<file path="config.mk">
export PLATFORM = sky130hd
export DESIGN_NAME = best_adjacent_column_pair_select_core
export DESIGN_NICKNAME = d
export VERILOG_FILES = /design/src/rtl/core/bacps_pkg.sv /design/src/rtl/core/bacps_front.sv /design/src/rtl/core/bacps_queue.sv /design/src/rtl/core/bacps_back.sv /design/src/rtl/core/best_adjacent_column_pair_select_core.sv
export SDC_FILE = /design/constraint.sdc
export NUM_CORES = 1
export LEC_CHECK = 0
export ABC_CLOCK_PERIOD_IN_PS = 11800
export BUFFER_PORTS_ARGS = -buffer_cell sky130_fd_sc_hd__buf_2
export CORE_ASPECT_RATIO = 1.75
export CORE_UTILIZATION = 66
export CTS_CLUSTER_DIAMETER = 100
export DETAILED_ROUTE_END_ITERATION = 10
export GPL_TIMING_DRIVEN = 1
export PLACE_DENSITY = 0.82
export SYNTH_ARGS = -nofsm -noshare
export SYNTH_HDL_FRONTEND = slang
export SYNTH_SLANG_ARGS = --single-unit
</file>
<file path="constraint.sdc">
create_clock -name clk_i -period 11.8 [get_ports clk_i]
set_input_delay 2.36 -clock clk_i [delete_from_list [all_inputs] [get_ports clk_i]]
set_output_delay 2.36 -clock clk_i [all_outputs]
set_load 0.01 [all_outputs]
</file>
<file path="src/rtl/core/bacps_pkg.sv">
package bacps_pkg;

  localparam int DEFAULT_MAX_COLUMNS    = 256;
  localparam int DEFAULT_IMBALANCE_BITS = 11;

  localparam int INDEX_OUT_BITS = 8;
  localparam int COUNT_OUT_BITS = 11;

  localparam int QUEUE_DEPTH = 2;

  typedef struct packed {
    logic pair;
    logic last;
  } bacps_ctl_t;

endpackage

</file>
<file path="src/rtl/core/bacps_front.sv">
module bacps_front #(
  parameter int MAX_COLUMNS    = bacps_pkg::DEFAULT_MAX_COLUMNS,
  parameter int IMBALANCE_BITS = bacps_pkg::DEFAULT_IMBALANCE_BITS,
  parameter int IndexBits      = (MAX_COLUMNS > 1) ? $clog2(MAX_COLUMNS) : 1
) (
  input  logic                          clk_i,
  input  logic                          rst_ni,
  input  logic                          in_valid_i,
  output logic                          in_stall_o,
  input  logic [IMBALANCE_BITS-1:0]     imbalance_i,
  input  logic                          solved_i,
  input  logic                          last_column_i,
  input  logic                          q_full_i,
  output logic                          q_push_o,
  output bacps_pkg::bacps_ctl_t         ctl_o,
  output logic [IMBALANCE_BITS-1:0]     exch_o,
  output logic [IndexBits-1:0]          dist_o,
  output logic [IMBALANCE_BITS-1:0]     deficit_o,
  output logic [IndexBits-1:0]          donor_o,
  output logic [IndexBits-1:0]          recv_o
);
  import bacps_pkg::*;

  localparam int CountBits = $clog2(MAX_COLUMNS + 1);

  logic [CountBits-1:0]      cnt_q, cnt_d;
  logic [IndexBits-1:0]      prev_idx_q, prev_idx_d;
  logic [IMBALANCE_BITS-1:0] prev_imb_q, prev_imb_d;

  logic                      accept;
  logic                      in_range;
  logic                      first_col;
  logic                      keep;
  logic                      prev_rx;
  logic                      cur_rx;
  logic [IndexBits-1:0]      idx;
  logic [IMBALANCE_BITS-1:0] mag_prev;
  logic [IMBALANCE_BITS-1:0] mag_cur;

  assign in_stall_o = q_full_i;
  assign accept     = in_valid_i && !q_full_i;

  assign in_range  = cnt_q < CountBits'(MAX_COLUMNS);
  assign first_col = cnt_q == '0;
  assign idx       = cnt_q[IndexBits-1:0];
  assign keep      = !(solved_i && (imbalance_i == '0));
  assign prev_rx   = prev_imb_q[IMBALANCE_BITS-1];
  assign cur_rx    = imbalance_i[IMBALANCE_BITS-1];

  // magnitudes, the most negative value wraps to its unsigned magnitude
  assign mag_prev = prev_rx ? (~prev_imb_q + 1'b1) : prev_imb_q;
  assign mag_cur  = cur_rx ? (~imbalance_i + 1'b1) : imbalance_i;

  always_comb begin
    ctl_o.pair = in_range && !first_col && keep && (prev_rx != cur_rx);
    ctl_o.last = last_column_i;
    exch_o     = (mag_prev < mag_cur) ? mag_prev : mag_cur;
    deficit_o  = prev_rx ? mag_prev : mag_cur;
    donor_o    = prev_rx ? idx : prev_idx_q;
    recv_o     = prev_rx ? prev_idx_q : idx;
    dist_o     = idx - prev_idx_q;
    q_push_o   = accept && (ctl_o.pair || last_column_i);
  end

  always_comb begin
    cnt_d      = cnt_q;
    prev_idx_d = prev_idx_q;
    prev_imb_d = prev_imb_q;
    if (accept) begin
      if (last_column_i) begin
        cnt_d = '0;
      end else if (in_range) begin
        cnt_d = cnt_q + 1'b1;
        if (first_col || keep) begin
          prev_idx_d = idx;
          prev_imb_d = imbalance_i;
        end
      end
    end
  end

  always_ff @(posedge clk_i or negedge rst_ni) begin
    if (!rst_ni) begin
      cnt_q <= '0;
    end else begin
      cnt_q <= cnt_d;
    end
  end

  always_ff @(posedge clk_i) begin
    prev_idx_q <= prev_idx_d;
    prev_imb_q <= prev_imb_d;
  end

endmodule

</file>
<file path="src/rtl/core/bacps_queue.sv">
module bacps_queue #(
  parameter int DataBits = 8
) (
  input  logic                clk_i,
  input  logic                rst_ni,
  input  logic                push_i,
  input  logic [DataBits-1:0] data_i,
  output logic                full_o,
  input  logic                pop_i,
  output logic                valid_o,
  output logic [DataBits-1:0] data_o
);
  import bacps_pkg::*;

  localparam int PtrBits   = (QUEUE_DEPTH > 1) ? $clog2(QUEUE_DEPTH) : 1;
  localparam int CountBits = $clog2(QUEUE_DEPTH + 1);

  logic [DataBits-1:0]  slot_q [QUEUE_DEPTH];
  logic [PtrBits-1:0]   wr_ptr_q, wr_ptr_d;
  logic [PtrBits-1:0]   rd_ptr_q, rd_ptr_d;
  logic [CountBits-1:0] count_q, count_d;
  logic                 do_pop;

  assign full_o  = count_q == CountBits'(QUEUE_DEPTH);
  assign valid_o = count_q != '0;
  assign data_o  = slot_q[rd_ptr_q];
  assign do_pop  = pop_i && valid_o;

  always_comb begin
    wr_ptr_d = wr_ptr_q;
    rd_ptr_d = rd_ptr_q;
    count_d  = count_q;
    if (push_i) begin
      wr_ptr_d = (wr_ptr_q == PtrBits'(QUEUE_DEPTH - 1)) ? '0 : wr_ptr_q + 1'b1;
    end
    if (do_pop) begin
      rd_ptr_d = (rd_ptr_q == PtrBits'(QUEUE_DEPTH - 1)) ? '0 : rd_ptr_q + 1'b1;
    end
    if (push_i && !do_pop) begin
      count_d = count_q + 1'b1;
    end else if (do_pop && !push_i) begin
      count_d = count_q - 1'b1;
    end
  end

  always_ff @(posedge clk_i or negedge rst_ni) begin
    if (!rst_ni) begin
      wr_ptr_q <= '0;
      rd_ptr_q <= '0;
      count_q  <= '0;
    end else begin
      wr_ptr_q <= wr_ptr_d;
      rd_ptr_q <= rd_ptr_d;
      count_q  <= count_d;
    end
  end

  always_ff @(posedge clk_i) begin
    if (push_i) begin
      slot_q[wr_ptr_q] <= data_i;
    end
  end

endmodule

</file>
<file path="src/rtl/core/bacps_back.sv">
module bacps_back #(
  parameter int MAX_COLUMNS    = bacps_pkg::DEFAULT_MAX_COLUMNS,
  parameter int IMBALANCE_BITS = bacps_pkg::DEFAULT_IMBALANCE_BITS,
  parameter int IndexBits      = (MAX_COLUMNS > 1) ? $clog2(MAX_COLUMNS) : 1
) (
  input  logic                                   clk_i,
  input  logic                                   rst_ni,
  input  logic                                   q_valid_i,
  output logic                                   q_pop_o,
  input  bacps_pkg::bacps_ctl_t                  ctl_i,
  input  logic [IMBALANCE_BITS-1:0]              exch_i,
  input  logic [IndexBits-1:0]                   dist_i,
  input  logic [IMBALANCE_BITS-1:0]              deficit_i,
  input  logic [IndexBits-1:0]                   donor_i,
  input  logic [IndexBits-1:0]                   recv_i,
  output logic                                   out_valid_o,
  input  logic                                   out_stall_i,
  output logic                                   found_o,
  output logic [bacps_pkg::INDEX_OUT_BITS-1:0]   donor_col_o,
  output logic [bacps_pkg::INDEX_OUT_BITS-1:0]   receiver_col_o,
  output logic [bacps_pkg::COUNT_OUT_BITS-1:0]   exchanged_count_o
);
  import bacps_pkg::*;

  logic                      best_valid_q, best_valid_d;
  logic [IMBALANCE_BITS-1:0] best_exch_q, best_exch_d;
  logic [IndexBits-1:0]      best_dist_q, best_dist_d;
  logic [IMBALANCE_BITS-1:0] best_def_q, best_def_d;
  logic [IndexBits-1:0]      best_donor_q, best_donor_d;
  logic [IndexBits-1:0]      best_recv_q, best_recv_d;

  logic                      out_valid_q, out_valid_d;
  logic                      found_q, found_d;
  logic [INDEX_OUT_BITS-1:0] donor_q, donor_d;
  logic [INDEX_OUT_BITS-1:0] recv_q, recv_d;
  logic [COUNT_OUT_BITS-1:0] count_q, count_d;

  logic                      beats;
  logic                      take;
  logic                      emit;
  logic [IndexBits+INDEX_OUT_BITS-1:0]       donor_ext;
  logic [IndexBits+INDEX_OUT_BITS-1:0]       recv_ext;
  logic [IMBALANCE_BITS+COUNT_OUT_BITS-1:0]  exch_ext;

  assign q_pop_o = q_valid_i && (!ctl_i.last || !out_valid_q || !out_stall_i);

  // ranking: most exchanged, then shortest distance, then smallest deficit
  assign beats = !best_valid_q || (exch_i > best_exch_q) ||
                 ((exch_i == best_exch_q) &&
                  ((dist_i < best_dist_q) ||
                   ((dist_i == best_dist_q) && (deficit_i < best_def_q))));

  assign take = q_pop_o && ctl_i.pair && beats;
  assign emit = q_pop_o && ctl_i.last;

  always_comb begin
    best_valid_d = best_valid_q;
    best_exch_d  = best_exch_q;
    best_dist_d  = best_dist_q;
    best_def_d   = best_def_q;
    best_donor_d = best_donor_q;
    best_recv_d  = best_recv_q;
    if (take) begin
      best_valid_d = 1'b1;
      best_exch_d  = exch_i;
      best_dist_d  = dist_i;
      best_def_d   = deficit_i;
      best_donor_d = donor_i;
      best_recv_d  = recv_i;
    end

    donor_ext = {{INDEX_OUT_BITS{1'b0}}, best_donor_d};
    recv_ext  = {{INDEX_OUT_BITS{1'b0}}, best_recv_d};
    exch_ext  = {{COUNT_OUT_BITS{1'b0}}, best_exch_d};

    out_valid_d = out_valid_q && out_stall_i;
    found_d     = found_q;
    donor_d     = donor_q;
    recv_d      = recv_q;
    count_d     = count_q;
    if (emit) begin
      out_valid_d = 1'b1;
      found_d     = best_valid_d;
      if (best_valid_d) begin
        donor_d = donor_ext[INDEX_OUT_BITS-1:0];
        recv_d  = recv_ext[INDEX_OUT_BITS-1:0];
        count_d = exch_ext[COUNT_OUT_BITS-1:0];
      end else begin
        donor_d = '0;
        recv_d  = '0;
        count_d = '0;
      end
      best_valid_d = 1'b0;
    end
  end

  always_ff @(posedge clk_i or negedge rst_ni) begin
    if (!rst_ni) begin
      best_valid_q <= 1'b0;
      out_valid_q  <= 1'b0;
    end else begin
      best_valid_q <= best_valid_d;
      out_valid_q  <= out_valid_d;
    end
  end

  always_ff @(posedge clk_i) begin
    best_exch_q  <= best_exch_d;
    best_dist_q  <= best_dist_d;
    best_def_q   <= best_def_d;
    best_donor_q <= best_donor_d;
    best_recv_q  <= best_recv_d;
    found_q      <= found_d;
    donor_q      <= donor_d;
    recv_q       <= recv_d;
    count_q      <= count_d;
  end

  assign out_valid_o       = out_valid_q;
  assign found_o           = found_q;
  assign donor_col_o       = donor_q;
  assign receiver_col_o    = recv_q;
  assign exchanged_count_o = count_q;

endmodule

</file>
<file path="src/rtl/core/best_adjacent_column_pair_select_core.sv">
// best adjacent column pair selector
// input channel: one grid column per item (imbalance, solved, last_column),
// columns of a row in order from index 0; in_valid_i / in_stall_o
// output channel: one result item per row, sent for the column marked last:
// found, donor and receiver index and exchanged count; out_valid_o / out_stall_i
// throughput: one column per cycle while in_stall_o is low; the front classifies
// a column against the previous kept column in the cycle it is accepted, the back
// ranks one queued pair per cycle against the running best
// result path: with the output free, a row's last column passes through the queue
// and its result is then registered in the output register
// a two-entry queue between front and back absorbs a stalled result, so
// columns keep flowing until the queue fills; in_stall_o is the queue's full flag
// a receiver stall holds the result in the output register, and later pairs
// queue up behind the next last column
// reset clears the column count, the held best pair and both channels;
// no clearing pass, the block accepts columns in the first cycle after reset
module best_adjacent_column_pair_select_core #(
  parameter int MAX_COLUMNS    = bacps_pkg::DEFAULT_MAX_COLUMNS,
  parameter int IMBALANCE_BITS = bacps_pkg::DEFAULT_IMBALANCE_BITS
) (
  input  logic                                 clk_i,
  input  logic                                 rst_ni,
  input  logic                                 in_valid_i,
  output logic                                 in_stall_o,
  input  logic [IMBALANCE_BITS-1:0]            imbalance_i,
  input  logic                                 solved_i,
  input  logic                                 last_column_i,
  output logic                                 out_valid_o,
  input  logic                                 out_stall_i,
  output logic                                 found_o,
  output logic [bacps_pkg::INDEX_OUT_BITS-1:0] donor_col_o,
  output logic [bacps_pkg::INDEX_OUT_BITS-1:0] receiver_col_o,
  output logic [bacps_pkg::COUNT_OUT_BITS-1:0] exchanged_count_o
);
  import bacps_pkg::*;

  localparam int IndexBits = (MAX_COLUMNS > 1) ? $clog2(MAX_COLUMNS) : 1;
  localparam int CtlBits   = $bits(bacps_ctl_t);
  localparam int DataBits  = CtlBits + 2 * IMBALANCE_BITS + 3 * IndexBits;

  logic                      q_push;
  logic                      q_full;
  logic                      q_pop;
  logic                      q_valid;
  logic [DataBits-1:0]       q_wdata;
  logic [DataBits-1:0]       q_rdata;

  bacps_ctl_t                f_ctl;
  logic [IMBALANCE_BITS-1:0] f_exch;
  logic [IndexBits-1:0]      f_dist;
  logic [IMBALANCE_BITS-1:0] f_def;
  logic [IndexBits-1:0]      f_donor;
  logic [IndexBits-1:0]      f_recv;

  bacps_ctl_t                q_ctl;
  logic [IMBALANCE_BITS-1:0] q_exch;
  logic [IndexBits-1:0]      q_dist;
  logic [IMBALANCE_BITS-1:0] q_def;
  logic [IndexBits-1:0]      q_donor;
  logic [IndexBits-1:0]      q_recv;

  bacps_front #(
    .MAX_COLUMNS    (MAX_COLUMNS),
    .IMBALANCE_BITS (IMBALANCE_BITS),
    .IndexBits      (IndexBits)
  ) u_front (
    .clk_i         (clk_i),
    .rst_ni        (rst_ni),
    .in_valid_i    (in_valid_i),
    .in_stall_o    (in_stall_o),
    .imbalance_i   (imbalance_i),
    .solved_i      (solved_i),
    .last_column_i (last_column_i),
    .q_full_i      (q_full),
    .q_push_o      (q_push),
    .ctl_o         (f_ctl),
    .exch_o        (f_exch),
    .dist_o        (f_dist),
    .deficit_o     (f_def),
    .donor_o       (f_donor),
    .recv_o        (f_recv)
  );

  assign q_wdata = {f_ctl, f_exch, f_dist, f_def, f_donor, f_recv};

  bacps_queue #(
    .DataBits (DataBits)
  ) u_queue (
    .clk_i   (clk_i),
    .rst_ni  (rst_ni),
    .push_i  (q_push),
    .data_i  (q_wdata),
    .full_o  (q_full),
    .pop_i   (q_pop),
    .valid_o (q_valid),
    .data_o  (q_rdata)
  );

  assign {q_ctl, q_exch, q_dist, q_def, q_donor, q_recv} = q_rdata;

  bacps_back #(
    .MAX_COLUMNS    (MAX_COLUMNS),
    .IMBALANCE_BITS (IMBALANCE_BITS),
    .IndexBits      (IndexBits)
  ) u_back (
    .clk_i             (clk_i),
    .rst_ni            (rst_ni),
    .q_valid_i         (q_valid),
    .q_pop_o           (q_pop),
    .ctl_i             (q_ctl),
    .exch_i            (q_exch),
    .dist_i            (q_dist),
    .deficit_i         (q_def),
    .donor_i           (q_donor),
    .recv_i            (q_recv),
    .out_valid_o       (out_valid_o),
    .out_stall_i       (out_stall_i),
    .found_o           (found_o),
    .donor_col_o       (donor_col_o),
    .receiver_col_o    (receiver_col_o),
    .exchanged_count_o (exchanged_count_o)
  );

`ifndef ASSERT_OFF
  a_no_queue_overflow: assert property (
    @(posedge clk_i) disable iff (!rst_ni) !(q_push && q_full)
  ) else $error("column queue written while full");

  a_empty_result_zero: assert property (
    @(posedge clk_i) disable iff (!rst_ni)
    (out_valid_o && !found_o) |->
      (donor_col_o == '0 && receiver_col_o == '0 && exchanged_count_o == '0)
  ) else $error("result without a pair carries nonzero fields");

  a_result_from_last: assert property (
    @(posedge clk_i) disable iff (!rst_ni)
    $rose(out_valid_o) |-> $past(q_valid && q_pop && q_ctl.last)
  ) else $error("result raised without a last column leaving the queue");
`endif

endmodule
</file>
# Word level (Yosys, flattened, before mapping)
# Memories as Yosys holds them, arrays and structs flattened.
# Index checks and enable logic that the tools add are counted.
totals:
  regBits: 108
  mem_bits_rw: 96
  inputBits: 17
  out_inout_bits: 30
  word_cells: 97
  n_memories: 1
op_classes:
  add_sub_neg: 8
  n_lt_le_gt_ge: 5
  n_eq_ne: 4
  n_mux: 20
  n_bitwise: 3
  n_reduce_logical: 39
memory_table:
  columns: ["name", "words", "width", "read_ports", "rd_clocked_by_memory_dff", "write_ports", "line_no", "rtl"]
  rows:
  - ["u_queue.slot_q", 2, 48, 1, 0, 1, "bacps_queue.sv:18", "logic [DataBits-1:0] slot_q [QUEUE_DEPTH];"]
op_table:
  columns: ["op", "count"]
  rows:
  - ["two-way mux 11 bit", 5]
  - ["two-way mux 8 bit", 4]
  - ["adder 11 x 1 -> 11 bit (second input constant)", 2]
  - ["< comparator 11 bit", 2]
  - ["inverter 11 bit", 2]
  - ["two-way mux 9 bit", 2]
  - ["logical AND 1 bit", 16]
  - ["equality test 11 bit", 1]
  - ["greater-than comparator 11 bit", 1]
  - ["zero test 11 bit", 1]
  - ["adder 9 x 1 -> 9 bit (second input constant)", 1]
  - ["zero test 1 bit", 9]
  - ["zero test 9 bit", 1]
  - ["< comparator 9 bit (second input constant)", 1]
  - ["equality test 8 bit", 1]
  - ["< comparator 8 bit", 1]
  - ["subtractor 8 bit", 1]
  - ["logical OR 1 bit", 7]
  - ["two-way mux 1 bit", 7]
  - ["nonzero test 2 bit", 3]
  - ["two-way mux 2 bit", 2]
  - ["AND reduction 4 bit", 1]
  - ["adder 1 bit (second input constant)", 2]
  - ["adder 2 x 1 -> 2 bit (second input constant)", 1]
  - ["other kinds (5)", 5]

# Depth between registers and ports, before layout
depth:
  ltp_word: 11
  depth_mapped: 15
  mapped_depth_nobuf: 14

# Cells and area by module
# Synthesis repeated with hierarchy kept, for this count alone.
hier_totals:
  cells_unflattened: 702
  area_unflattened_um2: 9723.1
by_module_without_submodules:
  columns: ["mod", "instances", "cells_per_inst", "area_per_inst_um2", "seq_area_each_um2"]
  rows:
  - ["bacps_queue", 1, 165, 3698.5, 2982.9]
  - ["bacps_back", 1, 252, 3487.1, 2001.9]
  - ["bacps_front", 1, 285, 2537.4, 795.8]

# Worst setup path after synthesis
# OpenSTA, ideal clock, no wires.
synth_timing:
  path_kind: "input port to flip-flop"
  startpoint: "input port imbalance_i[0]"
  endpoint: "memory u_queue.slot_q[0][0] (netlist bit) (enable)"
  setup_time_ns: 0.459
  t_arrival_ns: 5.795
  t_required_ns: 11.341
  slack_ns: 5.545
  stages: 8
  path_buffers: 0
  path_cell_list: "inv_1 > ha_1 > or4b_2 > nor3_1 > and3b_1 > nor4_1 > o21a_1 > nor2b_1"
synth_rtl:
  columns: ["item", "line_no", "rtl"]
  rows:
  - ["from (decl)", "best_adjacent_column_pair_select_core.sv:25", "input logic [IMBALANCE_BITS-1:0] imbalance_i,"]
  - ["to (decl)", "bacps_queue.sv:18", null]

# Worst setup path in the final report
layout_timing:
  startpoint: "input port imbalance_i[0]"
  endpoint: "memory u_queue.slot_q[0][37] (netlist bit), data pin"
layout_between:
  elab_chain_len: 5
layout_rtl:
  columns: ["item", "line_no", "rtl"]
  rows:
  - ["inverter 11 bit", "bacps_front.sv:52", "assign mag_cur = cur_rx ? (~imbalance_i + 1'b1) : imbalance_i;"]
  - ["adder 11 x 1 -> 11 bit", "bacps_front.sv:52", null]
  - ["two-way mux 11 bit *", "bacps_front.sv:52", null]
  - ["< comparator 11 bit", "bacps_front.sv:57", "exch_o = (mag_prev < mag_cur) ? mag_prev : mag_cur;"]
  - ["two-way mux 11 bit *", "bacps_front.sv:57", null]
  - ["named net f_exch[2]", "best_adjacent_column_pair_select_core.sv:49", "logic [IMBALANCE_BITS-1:0] f_exch;"]
# Mark *: on every way through the listed nets, which the timed path passes. The rest lies on a longest branch.

==> metrics.csv <==
metric,value,unit
crit_fanout,11,
tightest_slew,1170,ps
hp-class,reg2reg,
yosysTopAreaCell,edfxtp_1,
postRouteAntennaNets,0,
clk_latency,480,ps
p_leak,0.00421,uW
path_class,in2reg,
ys_seq_elements,204,
cp_data_required_time,12030,ps
dr.pass1.iters,4,
place_congestion,0.869,
rows,57,
clock_power_share,21.5,%
crit_start,imbalance_i[0],
fin_crit,5660,ps
die_w,92.7,um
syn_nets,751,
nets,801,
htree_levels,1,
totalWireLength,16600,um
dieArea,0.0149,mm2
p_comb_share,34.2,%
synth.distinct_cells,57,
synthesis.area,0.00950,mm2
dp_hpwl,11400,um
clockBufferDepth,3,
wl_per_cell,18.0,um
grt-ovfl-total,0,
holdCritStartpoint,u_back.best_donor_q[3],
core,0.0140,mm2
die_h,161,um
grt_max_degree,73,
yosys_warnings,0,
yosys.area.top_type_share,51.2,%
swShare,32.2,%
cts_setup_buffers,0,
drt-initial-drc-count,284,
pwr_density_cell,261,mW/mm2
root_buffer,clkbuf_16,
fmaxAchievable,177,MHz
cts_tree,built,
grt_pass1_vias,5592,
num-fill-cells,895,
rsz0062_at_grt,no,
synthTopCellsByArea,"edfxtp_1 51%, ha_1 6.7%, mux2_2 6.6%",
cts_resized,0,
hold_buffers,0,
ys.flop_type,edfxtp_1,
final_hold_viol_count,0,
setup-violations-final,0,
cts-buffers-inserted,18,
intPower,1860,uW
ys_seq_area_share,60.8,%
synthCells,682,
finalCritPeriodShare,48.0,%
io_pins,47,
drv_cap,0,
antenna_found_initial,0,
layout-drive-gt1-share,19.6,%
p_switching,881,uW
fin_util,75.1,%
status,completed,
endpoint_kind,register,
slew_viol_final,0,
start_kind,input port,
ir_worst_vdd,212,uV
route.detailed.drc,0,
synth_area_per_cell,13.9,um2
fin_skew,5.27,ps
arrival,5890,ps
clk_pin_slew,60,ps
grt_usage,22.9,%
io_buffers,46,
via_per_inst,5.97,
pwr-share-seq,44.3,%
diodes,0,
finalSetupTns,0,ps
synth_edf_count,162,
async_reset_ff_share,7.35,%
area_growth,10.4,%
final_cell_mix,"162 x edfxtp_1, 58 x inv_1, 56 x mux2_2",
relSlewSlack,21.7,%
final_common_cell,edfxtp_1,
grt_first_pass_wirelength,26700,um
initial_core_util,68.0,%
route.vias.total,5496,
r2r-start,u_queue.rd_ptr_q,
cts_sinks,204,
## critical path, cell delays in order
cell and delay [ps]:
buf_2 120, inv_1 120, ha_1 210, or4b_2 640
o41ai_1 320, xor2_1 290, ha_1 290, and4_1 210
a2111oi_0 390, nand2_1 100, o22a_1 450, mux2_2 380
## power groups by stage
stage | combinational [uW] | clock (uW) | sequential [uW]
after floorplan | 712 | 0 | 1200
after global placement | 889 | 0 | 1210
after detailed placement | 932 | 0 | 1220
after CTS | 944 | 600 | 1210
after global routing | 1030 | 625 | 1230
final | 937 | 590 | 1210
## cell families after synthesis
kind of cell	Yosys count	synth area share, %
flip-flops	204	60.8
AO/OA/AOI/OAI	113	8.44
multiplexers	101	11.7
AND/OR/NAND/NOR	100	5.54
buffers and inverters	80	3.59
adder cells (fa/ha/maj)	52	6.93
XOR/XNOR	32	2.95
## metal layers
metal / part of all wire (%) / up-vias / global-route usage (%)
met1: 43 / 2686 / 29.2
met3: 3.9 / 46 / 3.46
li1: - / 2633 / -
met5: 0 / - / 0
met4: 3.3 / 0 / 8.67
met2: 50 / 131 / 39.2
## Yosys cell counts, types with 3 or more instances
master / number
edfxtp_1: 162
inv_1: 58
mux2_2: 56
ha_1: 51
nand2_1: 36
o21ai_0: 32
a22o_1: 27
dfxtp_1: 27
mux2_1: 22
mux2i_1: 22
xor2_1: 19
a21oi_1: 18
dfrtp_1: 15
nor2_1: 13
xnor2_1: 13
clkbuf_1: 12
nor2b_1: 9
nand3_1: 7
nand4_1: 7
a21o_1: 6
o31ai_1: 6
nor3_1: 4
o21a_1: 4
a211oi_1: 3
and2_1: 3
buf_1: 3
nand2b_1: 3
or4_1: 3
## worst paths after layout
check / to / slack (ps) / cells after the start
max: u_queue.slot_q[0][37] / 6140 / 12
min: u_back.best_donor_q[3] / 460 / 1
max reg2reg: u_back.best_donor_q[7] / 7470 / 9
min reg2reg: u_back.best_donor_q[3] / 460 / 1
max in group asynchronous: u_queue.rd_ptr_q / 9690 / 1
min in group asynchronous: u_front.cnt_q[0] / 1800 / 1
## registers in the layout, indices dropped and copies added (netlist names), 2 cells and up
name                      cells
u_back.best_def_q            11
u_back.best_dist_q            8
u_back.best_donor_q           8
u_back.best_exch_q           11
u_back.best_recv_q            8
u_back.donor_col_o            8
u_back.exchanged_count_o     11
u_back.receiver_col_o         8
u_front.cnt_q                 9
u_front.prev_idx_q            8
u_front.prev_imb_q           11
u_queue.count_q               2
u_queue.slot_q               96
## final cells by class
cell class	count	area, um2	area share (%)
flip-flops and latches	204	5780	55.1
multi-input cells	398	3390	32.3
clock buffers	26	553	5.27
repair buffers	51	268	2.55
inverters	59	224	2.13
well taps	177	221	2.11
clock inverters	6	51.3	0.489
## stage by stage
stage / setup slack (ps) / std cells / hold WS (ps) / power (uW) / cell area [um2]
after floorplan: 5550 / 682 / 435 / 1920 / 9500
final: 6140 / 921 / 460 / 2740 / 10500
after global placement: 5730 / 889 / 441 / 2100 / 9890
after detailed placement: 5680 / 889 / 448 / 2160 / 9890
after CTS: 6170 / 921 / 463 / 2760 / 10500
after global routing: 5790 / 921 / 476 / 2890 / 10500
(Power assumes the default switching activity.)
